==> src/hdl/fsa_pkg.sv <==
`timescale 1ns / 1ps
// fsa_pkg: sizes, codes and shared types of the free slot allocator.
// No dependencies; every other file of the block but fsa_ram refers to it.

package fsa_pkg;

   localparam int SLOTS    = 16;
   localparam int SLOT_W   = (SLOTS > 1) ? $clog2(SLOTS) : 1;
   localparam int CNT_W    = $clog2(SLOTS + 1);
   localparam int CMD_W    = 2;
   localparam int IDX_W    = 5;
   localparam int STATUS_W = 3;

   typedef enum logic [CMD_W-1:0] {
      CMD_ALLOC = 2'd0,
      CMD_FREE  = 2'd1,
      CMD_CLEAR = 2'd2
   } cmd_type;

   typedef enum logic [STATUS_W-1:0] {
      ST_OK           = 3'd0,
      ST_FULL         = 3'd1,
      ST_EMPTY_HANDLE = 3'd2,
      ST_BAD_INDEX    = 3'd3,
      ST_NOT_OCCUPIED = 3'd4
   } status_type;

   typedef enum logic {
      STEP_INC = 1'b0,
      STEP_DEC = 1'b1
   } step_op_type;

   typedef struct packed {
      logic [CNT_W-1:0] operand;
      step_op_type      op;
   } step_req_type;

endpackage

==> src/hdl/fsa_req_if.sv <==
`timescale 1ns / 1ps
// fsa_req_if: command channel of the allocator (valid/ready plus command word).
// Depends on fsa_pkg for field widths.

interface fsa_req_if;
   logic                       valid;
   logic                       ready;
   logic [fsa_pkg::CMD_W-1:0]  cmd;
   logic [fsa_pkg::IDX_W-1:0]  slot_index;
   logic                       handle_valid;

   modport source (output valid, cmd, slot_index, handle_valid, input ready);
   modport sink   (input valid, cmd, slot_index, handle_valid, output ready);
endinterface

==> src/hdl/fsa_rsp_if.sv <==
`timescale 1ns / 1ps
// fsa_rsp_if: result channel of the allocator (valid/ready plus result word).
// Depends on fsa_pkg for field widths.

interface fsa_rsp_if;
   logic                          valid;
   logic                          ready;
   logic [fsa_pkg::IDX_W-1:0]     slot;
   logic [fsa_pkg::STATUS_W-1:0]  status;
   logic [fsa_pkg::CNT_W-1:0]     used_count;
   logic                          is_full;
   logic                          is_empty;

   modport source (output valid, slot, status, used_count, is_full, is_empty, input ready);
   modport sink   (input valid, slot, status, used_count, is_full, is_empty, output ready);
endinterface

==> src/hdl/fsa_ram.sv <==
`timescale 1ns / 1ps
// fsa_ram: generic single-write, single-read RAM with registered read data.
// No dependencies.

module fsa_ram #(
   parameter int DATA_W = 4,
   parameter int DEPTH  = 16
) (
   input  logic                             clock,
   input  logic                             wr_en,
   input  logic [$clog2(DEPTH)-1:0]         wr_addr,
   input  logic [DATA_W-1:0]                wr_data,
   input  logic                             rd_en,
   input  logic [$clog2(DEPTH)-1:0]         rd_addr,
   output logic [DATA_W-1:0]                rd_data
);

   logic [DATA_W-1:0] mem_ff [DEPTH];
   logic [DATA_W-1:0] rd_data_ff;

   always_ff @(posedge clock) begin
      if (wr_en) begin
         mem_ff[wr_addr] <= wr_data;
      end
      if (rd_en) begin
         rd_data_ff <= mem_ff[rd_addr];
      end
   end

   assign rd_data = rd_data_ff;

endmodule

==> src/hdl/fsa_step.sv <==
`timescale 1ns / 1ps
// fsa_step: shared increment/decrement unit for the free count and sweep counter.
// Depends on fsa_pkg.

module fsa_step (
   input  fsa_pkg::step_req_type       step_req,
   output logic [fsa_pkg::CNT_W-1:0]   step_result
);

   always_comb begin
      if (step_req.op == fsa_pkg::STEP_DEC) begin
         step_result = step_req.operand - fsa_pkg::CNT_W'(1);
      end else begin
         step_result = step_req.operand + fsa_pkg::CNT_W'(1);
      end
   end

endmodule

==> src/hdl/free_slot_allocator.sv <==
`timescale 1ns / 1ps
// free_slot_allocator: slot pool with a free-index stack in RAM and occupied bits.
// Depends on fsa_pkg, fsa_req_if, fsa_rsp_if, fsa_ram and fsa_step.
//
//   port      dir   word
//   req_chan  in    cmd, slot_index, handle_valid
//   rsp_chan  out   slot, status, used_count, is_full, is_empty
//
// Allocate: S_EXEC, S_ALLOC, S_FINISH (stack read through the RAM's registered
// port). Free, errors, unused command: S_EXEC, S_FINISH. Clear: S_EXEC, S_SWEEP
// (one stack entry rewritten per cycle), S_FINISH. After reset the same sweep
// runs with req_chan.ready low. A result waits in the output register; the next
// word is accepted meanwhile and stalls only when its own result is ready to load.

module free_slot_allocator (
   input  logic      clock,
   input  logic      reset,
   fsa_req_if.sink   req_chan,
   fsa_rsp_if.source rsp_chan
);

   localparam int SLOTS  = fsa_pkg::SLOTS;
   localparam int SLOT_W = fsa_pkg::SLOT_W;
   localparam int CNT_W  = fsa_pkg::CNT_W;
   localparam int IDX_W  = fsa_pkg::IDX_W;

   typedef enum logic [2:0] {
      S_SWEEP,
      S_IDLE,
      S_EXEC,
      S_ALLOC,
      S_FINISH
   } state_type;

   state_type            state_ff, state_in;
   fsa_pkg::cmd_type     cmd_ff, cmd_in;
   logic [IDX_W-1:0]     idx_ff, idx_in;
   logic                 hv_ff, hv_in;
   logic                 from_clear_ff, from_clear_in;
   logic [SLOT_W-1:0]    sweep_ff, sweep_in;
   logic [CNT_W-1:0]     free_count_ff, free_count_in;
   logic [SLOTS-1:0]     occ_ff, occ_in;
   logic [IDX_W-1:0]     slot_ff, slot_in;
   fsa_pkg::status_type  status_ff, status_in;

   logic                 rsp_valid_ff, rsp_valid_in;
   logic [IDX_W-1:0]     rsp_slot_ff, rsp_slot_in;
   fsa_pkg::status_type  rsp_status_ff, rsp_status_in;
   logic [CNT_W-1:0]     rsp_used_ff, rsp_used_in;
   logic                 rsp_full_ff, rsp_full_in;
   logic                 rsp_empty_ff, rsp_empty_in;

   fsa_pkg::step_req_type step_req;
   logic [CNT_W-1:0]      step_result;

   logic                  ram_wr_en;
   logic [SLOT_W-1:0]     ram_wr_addr;
   logic [SLOT_W-1:0]     ram_wr_data;
   logic                  ram_rd_en;
   logic [SLOT_W-1:0]     ram_rd_data;

   fsa_step u_step (
      .step_req    (step_req),
      .step_result (step_result)
   );

   fsa_ram #(
      .DATA_W (SLOT_W),
      .DEPTH  (SLOTS)
   ) u_stack (
      .clock   (clock),
      .wr_en   (ram_wr_en),
      .wr_addr (ram_wr_addr),
      .wr_data (ram_wr_data),
      .rd_en   (ram_rd_en),
      .rd_addr (step_result[SLOT_W-1:0]),
      .rd_data (ram_rd_data)
   );

   assign req_chan.ready      = (state_ff == S_IDLE);
   assign rsp_chan.valid      = rsp_valid_ff;
   assign rsp_chan.slot       = rsp_slot_ff;
   assign rsp_chan.status     = rsp_status_ff;
   assign rsp_chan.used_count = rsp_used_ff;
   assign rsp_chan.is_full    = rsp_full_ff;
   assign rsp_chan.is_empty   = rsp_empty_ff;

   always_comb begin
      state_in         = state_ff;
      cmd_in           = cmd_ff;
      idx_in           = idx_ff;
      hv_in            = hv_ff;
      from_clear_in    = from_clear_ff;
      sweep_in         = sweep_ff;
      free_count_in    = free_count_ff;
      occ_in           = occ_ff;
      slot_in          = slot_ff;
      status_in        = status_ff;
      rsp_valid_in     = rsp_valid_ff & ~rsp_chan.ready;
      rsp_slot_in      = rsp_slot_ff;
      rsp_status_in    = rsp_status_ff;
      rsp_used_in      = rsp_used_ff;
      rsp_full_in      = rsp_full_ff;
      rsp_empty_in     = rsp_empty_ff;
      step_req.operand = free_count_ff;
      step_req.op      = fsa_pkg::STEP_INC;
      ram_wr_en        = 1'b0;
      ram_wr_addr      = sweep_ff;
      ram_wr_data      = sweep_ff;
      ram_rd_en        = 1'b0;

      unique case (state_ff)
         S_SWEEP: begin
            // rewrite stack to identity order
            step_req.operand = CNT_W'(sweep_ff);
            ram_wr_en        = 1'b1;
            sweep_in         = step_result[SLOT_W-1:0];
            if (sweep_ff == SLOT_W'(SLOTS - 1)) begin
               free_count_in = CNT_W'(SLOTS);
               state_in      = from_clear_ff ? S_FINISH : S_IDLE;
            end
         end
         S_IDLE: begin
            if (req_chan.valid) begin
               cmd_in   = fsa_pkg::cmd_type'(req_chan.cmd);
               idx_in   = req_chan.slot_index;
               hv_in    = req_chan.handle_valid;
               state_in = S_EXEC;
            end
         end
         S_EXEC: begin
            slot_in   = IDX_W'(SLOTS);
            status_in = fsa_pkg::ST_OK;
            state_in  = S_FINISH;
            unique case (cmd_ff)
               fsa_pkg::CMD_ALLOC: begin
                  if (free_count_ff == '0) begin
                     status_in = fsa_pkg::ST_FULL;
                  end else begin
                     step_req.op = fsa_pkg::STEP_DEC;
                     ram_rd_en   = 1'b1;
                     state_in    = S_ALLOC;
                  end
               end
               fsa_pkg::CMD_FREE: begin
                  if (!hv_ff) begin
                     status_in = fsa_pkg::ST_EMPTY_HANDLE;
                  end else if (idx_ff >= IDX_W'(SLOTS)) begin
                     status_in = fsa_pkg::ST_BAD_INDEX;
                  end else if (!occ_ff[idx_ff[SLOT_W-1:0]]) begin
                     status_in = fsa_pkg::ST_NOT_OCCUPIED;
                  end else begin
                     // occupied slot implies free_count below SLOTS
                     ram_wr_en                  = 1'b1;
                     ram_wr_addr                = free_count_ff[SLOT_W-1:0];
                     ram_wr_data                = idx_ff[SLOT_W-1:0];
                     occ_in[idx_ff[SLOT_W-1:0]] = 1'b0;
                     free_count_in              = step_result;
                  end
               end
               fsa_pkg::CMD_CLEAR: begin
                  occ_in        = '0;
                  sweep_in      = '0;
                  from_clear_in = 1'b1;
                  state_in      = S_SWEEP;
               end
               default: begin
               end
            endcase
         end
         S_ALLOC: begin
            step_req.op         = fsa_pkg::STEP_DEC;
            free_count_in       = step_result;
            occ_in[ram_rd_data] = 1'b1;
            slot_in             = IDX_W'(ram_rd_data);
            state_in            = S_FINISH;
         end
         S_FINISH: begin
            if (!rsp_valid_ff || rsp_chan.ready) begin
               rsp_valid_in  = 1'b1;
               rsp_slot_in   = slot_ff;
               rsp_status_in = status_ff;
               rsp_used_in   = CNT_W'(SLOTS) - free_count_ff;
               rsp_full_in   = (free_count_ff == '0);
               rsp_empty_in  = (free_count_ff == CNT_W'(SLOTS));
               from_clear_in = 1'b0;
               state_in      = S_IDLE;
            end
         end
         default: begin
            state_in = S_IDLE;
         end
      endcase
   end

   always_ff @(posedge clock) begin
      cmd_ff        <= cmd_in;
      idx_ff        <= idx_in;
      hv_ff         <= hv_in;
      slot_ff       <= slot_in;
      status_ff     <= status_in;
      rsp_slot_ff   <= rsp_slot_in;
      rsp_status_ff <= rsp_status_in;
      rsp_used_ff   <= rsp_used_in;
      rsp_full_ff   <= rsp_full_in;
      rsp_empty_ff  <= rsp_empty_in;
      if (reset) begin
         state_ff      <= S_SWEEP;
         from_clear_ff <= 1'b0;
         sweep_ff      <= '0;
         free_count_ff <= CNT_W'(SLOTS);
         occ_ff        <= '0;
         rsp_valid_ff  <= 1'b0;
      end else begin
         state_ff      <= state_in;
         from_clear_ff <= from_clear_in;
         sweep_ff      <= sweep_in;
         free_count_ff <= free_count_in;
         occ_ff        <= occ_in;
         rsp_valid_ff  <= rsp_valid_in;
      end
   end

endmodule

==> src/flat_wrapper.sv <==
// flat-port wrapper written by rule: the top's interface ports become plain ports
module free_slot_allocator_flat 
  (clock, reset, req_chan_valid, req_chan_cmd, req_chan_slot_index, req_chan_handle_valid, req_chan_ready, rsp_chan_valid, rsp_chan_slot, rsp_chan_status, rsp_chan_used_count, rsp_chan_is_full, rsp_chan_is_empty, rsp_chan_ready);
  fsa_req_if req_chan_i ();
  fsa_rsp_if rsp_chan_i ();
  input  logic clock;
  input  logic reset;
  input wire logic [$bits(req_chan_i.valid)-1:0] req_chan_valid;
  input wire logic [$bits(req_chan_i.cmd)-1:0] req_chan_cmd;
  input wire logic [$bits(req_chan_i.slot_index)-1:0] req_chan_slot_index;
  input wire logic [$bits(req_chan_i.handle_valid)-1:0] req_chan_handle_valid;
  output wire logic [$bits(req_chan_i.ready)-1:0] req_chan_ready;
  output wire logic [$bits(rsp_chan_i.valid)-1:0] rsp_chan_valid;
  output wire logic [$bits(rsp_chan_i.slot)-1:0] rsp_chan_slot;
  output wire logic [$bits(rsp_chan_i.status)-1:0] rsp_chan_status;
  output wire logic [$bits(rsp_chan_i.used_count)-1:0] rsp_chan_used_count;
  output wire logic [$bits(rsp_chan_i.is_full)-1:0] rsp_chan_is_full;
  output wire logic [$bits(rsp_chan_i.is_empty)-1:0] rsp_chan_is_empty;
  input wire logic [$bits(rsp_chan_i.ready)-1:0] rsp_chan_ready;
  assign req_chan_i.valid = req_chan_valid;
  assign req_chan_i.cmd = req_chan_cmd;
  assign req_chan_i.slot_index = req_chan_slot_index;
  assign req_chan_i.handle_valid = req_chan_handle_valid;
  assign req_chan_ready = req_chan_i.ready;
  assign rsp_chan_valid = rsp_chan_i.valid;
  assign rsp_chan_slot = rsp_chan_i.slot;
  assign rsp_chan_status = rsp_chan_i.status;
  assign rsp_chan_used_count = rsp_chan_i.used_count;
  assign rsp_chan_is_full = rsp_chan_i.is_full;
  assign rsp_chan_is_empty = rsp_chan_i.is_empty;
  assign rsp_chan_i.ready = rsp_chan_ready;
  free_slot_allocator u_core (.clock(clock), .reset(reset), .req_chan(req_chan_i), .rsp_chan(rsp_chan_i));
endmodule
==> config.mk <==
export PLATFORM = sky130hd
export DESIGN_NAME = free_slot_allocator_flat
export DESIGN_NICKNAME = d
export VERILOG_FILES = /design/src/hdl/fsa_pkg.sv /design/src/hdl/fsa_req_if.sv /design/src/hdl/fsa_rsp_if.sv /design/src/hdl/fsa_ram.sv /design/src/hdl/fsa_step.sv /design/src/hdl/free_slot_allocator.sv /design/src/flat_wrapper.sv
export SDC_FILE = /design/constraint.sdc
export NUM_CORES = 1
export LEC_CHECK = 0
export BUFFER_PORTS_ARGS = -buffer_cell sky130_fd_sc_hd__buf_2
export CORE_ASPECT_RATIO = 0.9
export CORE_MARGIN = 10
export CORE_UTILIZATION = 55
export DETAILED_ROUTE_END_ITERATION = 7
export PLACE_DENSITY = 0.77
export SKIP_LAST_GASP = 1
export SYNTH_ARGS = -nofsm -noshare
export SYNTH_HDL_FRONTEND = slang
export SYNTH_SLANG_ARGS = --single-unit
==> constraint.sdc <==
create_clock -name clock -period 3.25 [get_ports clock]
set_clock_uncertainty 0.05 [all_clocks]
set_input_delay 0.325 -clock clock [delete_from_list [all_inputs] [get_ports clock]]
set_output_delay 0.325 -clock clock [all_outputs]
set_load 0.05 [all_outputs]
==> out/metrics.cfg <==
[synth]
synth_edf_count = 99
ys_types = 60
ys_warn_count = 0
synth_top_cell_by_area = edfxtp_1
synth_cells = 483
avgSynthCellArea_um2 = 12.2
syn_nets = 502
synth_area_um2 = 5910
synth.area.top_cells = edfxtp_1, dfxtp_1, mux2i_1
synth_seq_cells = 129
ys.flop_type = edfxtp_1
synth_top_area_share_pct = 50.3
async_flop_share_pct = 0
yosysSeqAreaShare_pct = 60.4

[final_layout]
multi_input_area_um2 = 2210
drive_above_1_share_pct = 24.1
diodes = 0
syn_to_final_growth_pct = 20.2
nFillCells = 697
fin_nets = 566
seq_area_um2 = 3570

[floorplan]
die_w_um = 129
start_util_pct = 57.0
die_area_um2 = 15300
pin_count = 29
core.rowCount = 35
core_area_um2 = 10400
die_y_um = 118

[setup_path]
path_max_fanout = 7
cp.arrival_ns = 3.22
critPathKind = flip-flop to flip-flop
worst_path_largest_cell_delay_ns = 0.51
path_cells = inv_1 -> ha_1 -> and3_4 -> ha_2 -> or4_4 -> nand2_4 -> fa_2 -> buf_12 -> mux4_2 -> a211oi_2 -> a21oi_1
critPathRequiredTime_ns = 3.35
path_buf_inv = 2
end_kind = flip-flop
cp_top_family = adder cells
startpoint_type = flip-flop
slowest_stage = fa_2

[drt]
met3_length_mm = 1.46
vias = 4423
wirelength_mm = 14.5
wire_per_inst_um = 21.1
drt_iter0_markers = 603
drt-met1-wl_mm = 6.18
dr_wl_met2_mm = 6.55
via_per_inst = 6.42
ant_nets = 0
top_layer = met4
drt_pass1_iterations = 6
drc = 0

[sta]
final-setup-viol-count = 0
layout_setup_ws_ns = 0.132
tightest_slew_ns = 0.972
clock.fmax_ghz = 0.321
rsz0062_at_grt = no
hold_viol = 0
slew_violations = 0
period_share_pct = 95.9
finalCriticalPeriod_ns = 3.12
timing.slew.headroom_pct = 35.0

[placement]
hpwlAfterDp_mm = 10.1
gp_congestion = 1.02
io_buffers = 28
place_ws_ns = -0.0166

[clock_tree]
h-tree-depth = 4
cts_root_buf = clkbuf_16
cts_sinks = 129
clock_path_buffers = 2
cts_tree = built
path_clk_slew_ns = 0.06
numCtsBuffers = 17
clk-insertion-delay-late_ns = 0.42
hold_buffers = 0

[power]
p_int_mw = 3.29
clkPwrFrac_pct = 50.2
share_seq_of_total_power_pct = 43.3
total_power_mw = 4.19
leakage_nw = 2.58
pwr-share-comb_pct = 6.5
netSwitchingFraction_pct = 21.5
power_switching_uw = 898
p_per_area_nw_per_um2 = 589
ir_worst_vdd_v = 0.000357

[global_routing]
grt_pass1_vias = 4170
grt_max_degree = 21
grt_usage_pct = 18.8
antenna_found_initial = 0
grt_first_pass_wirelength_mm = 22.6
grt_remaining_overflow = 0

[outcome]
status = complete, no violations

[hold_path]
hp-class = input pin to flip-flop

[flow_run]
maxCapViolCount = 0

## registers in the layout, summed over array words and instances, names as in the netlist, 4 cells and up
register,count
u_core.slot_ff,5
u_core.rsp_chan.used_count,5
u_core.idx_ff,5
u_core.occ_ff,16
u_core.rsp_chan.slot,5
u_core.u_stack.rd_data,4
u_core.free_count_ff,5
u_core.sweep_ff,4
u_core.u_stack.mem_ff,64
## layout by cell type (no fill, tap or decap), drive strengths merged, types with 12 or more instances in the layout
cell and n:
mux2i 20, buf 65, a21oi 37, nand2 41
nand3 16, o22ai 12, dfxtp 30, clkbuf 19
inv 19, edfxtp 99, nor2 28, nand2b 14
o21ai 23
## through the flow
step / hold WS [ns] / TNS (ns) / util [%] / cell area (um2) / instances
after floorplan: 0.350 / 0 / - / 5920 / 483
after global placement: 0.351 / 0 / 60.8 / 6310 / 650
after detailed placement: 0.355 / -0.0166 / 60.8 / 6310 / 650
after CTS: 0.0216 / 0 / 67.4 / 7000 / 682
after global routing: 0.0262 / 0 / 68.5 / 7110 / 689
final: 0.0370 / 0 / 68.5 / 7110 / 689
## final timing paths
path / end / depth (start not counted) / startpoint / slack (ns)
max reg2reg: u_core.u_stack.rd_data[3] / 11 / u_core.free_count_ff[0] / 0.13
max: u_core.u_stack.rd_data[3] / 11 / u_core.free_count_ff[0] / 0.13
min reg2reg: u_core.rsp_chan.slot[4] / 0 / u_core.slot_ff[4] / 0.37
min: u_core.cmd_ff[1] / 1 / req_chan_cmd[1] / 0.04
## power by group through the flow
stage	combinational (mW)	sequential, mW	clock, mW
2_1_floorplan	0.162	1.84	0
3_3_place_gp	0.225	1.85	0
3_5_place_dp	0.233	1.85	0
4_1_cts	0.238	1.81	2.12
5_1_grt	0.296	1.81	2.19
6_report	0.273	1.81	2.10
## metal layers
layer	up-vias	global-route usage [%]
met1	2129	26.0
met5	-	0
met3	23	4.78
li1	1999	-
met2	272	27.2
met4	0	8.31
## cells by family (layout without fill, tap and decap cells)
group	Yosys count	in the layout	synth area share, %
multiplexers	29	29	5.67
AO/OA/AOI/OAI	122	122	14.2
AND/OR/NAND/NOR	153	153	13.7
flip-flops	129	129	60.4
adder cells (fa/ha/maj)	7	7	1.61
XOR/XNOR	8	8	1.18
buffers and inverters	35	112	3.22
## cells in the mapped netlist (6+ instances only)
cell type / count
edfxtp_1: 99
nand2_1: 40
a21oi_1: 35
dfxtp_1: 30
nor2_1: 27
mux2i_1: 20
nand3_1: 16
nand2b_1: 14
o21ai_1: 13
inv_1: 12
o22ai_1: 12
clkbuf_1: 10
o21ai_0: 9
nand4_1: 8
nor2b_1: 8
o221ai_1: 8
and3_1: 7
o211ai_1: 7
o311ai_1: 7
buf_6: 6
ha_1: 6
mux2_2: 6
xnor2_1: 6
## area by class of cell
class	instances	share of cell area, %
repair buffers	66	6.41
flip-flops and latches	129	50.3
inverters	14	0.739
clock inverters	14	3.15
multi-input cells	319	31.1
well taps	129	2.27
clock buffers	18	6.04
## timing repair
item	CTS	global route
setup buffers	0	6
setup endpoints to repair	4	25
gates resized for setup	5	12
pin swaps	1	4
gates cloned	0	1
(Power assumes the default switching activity.)
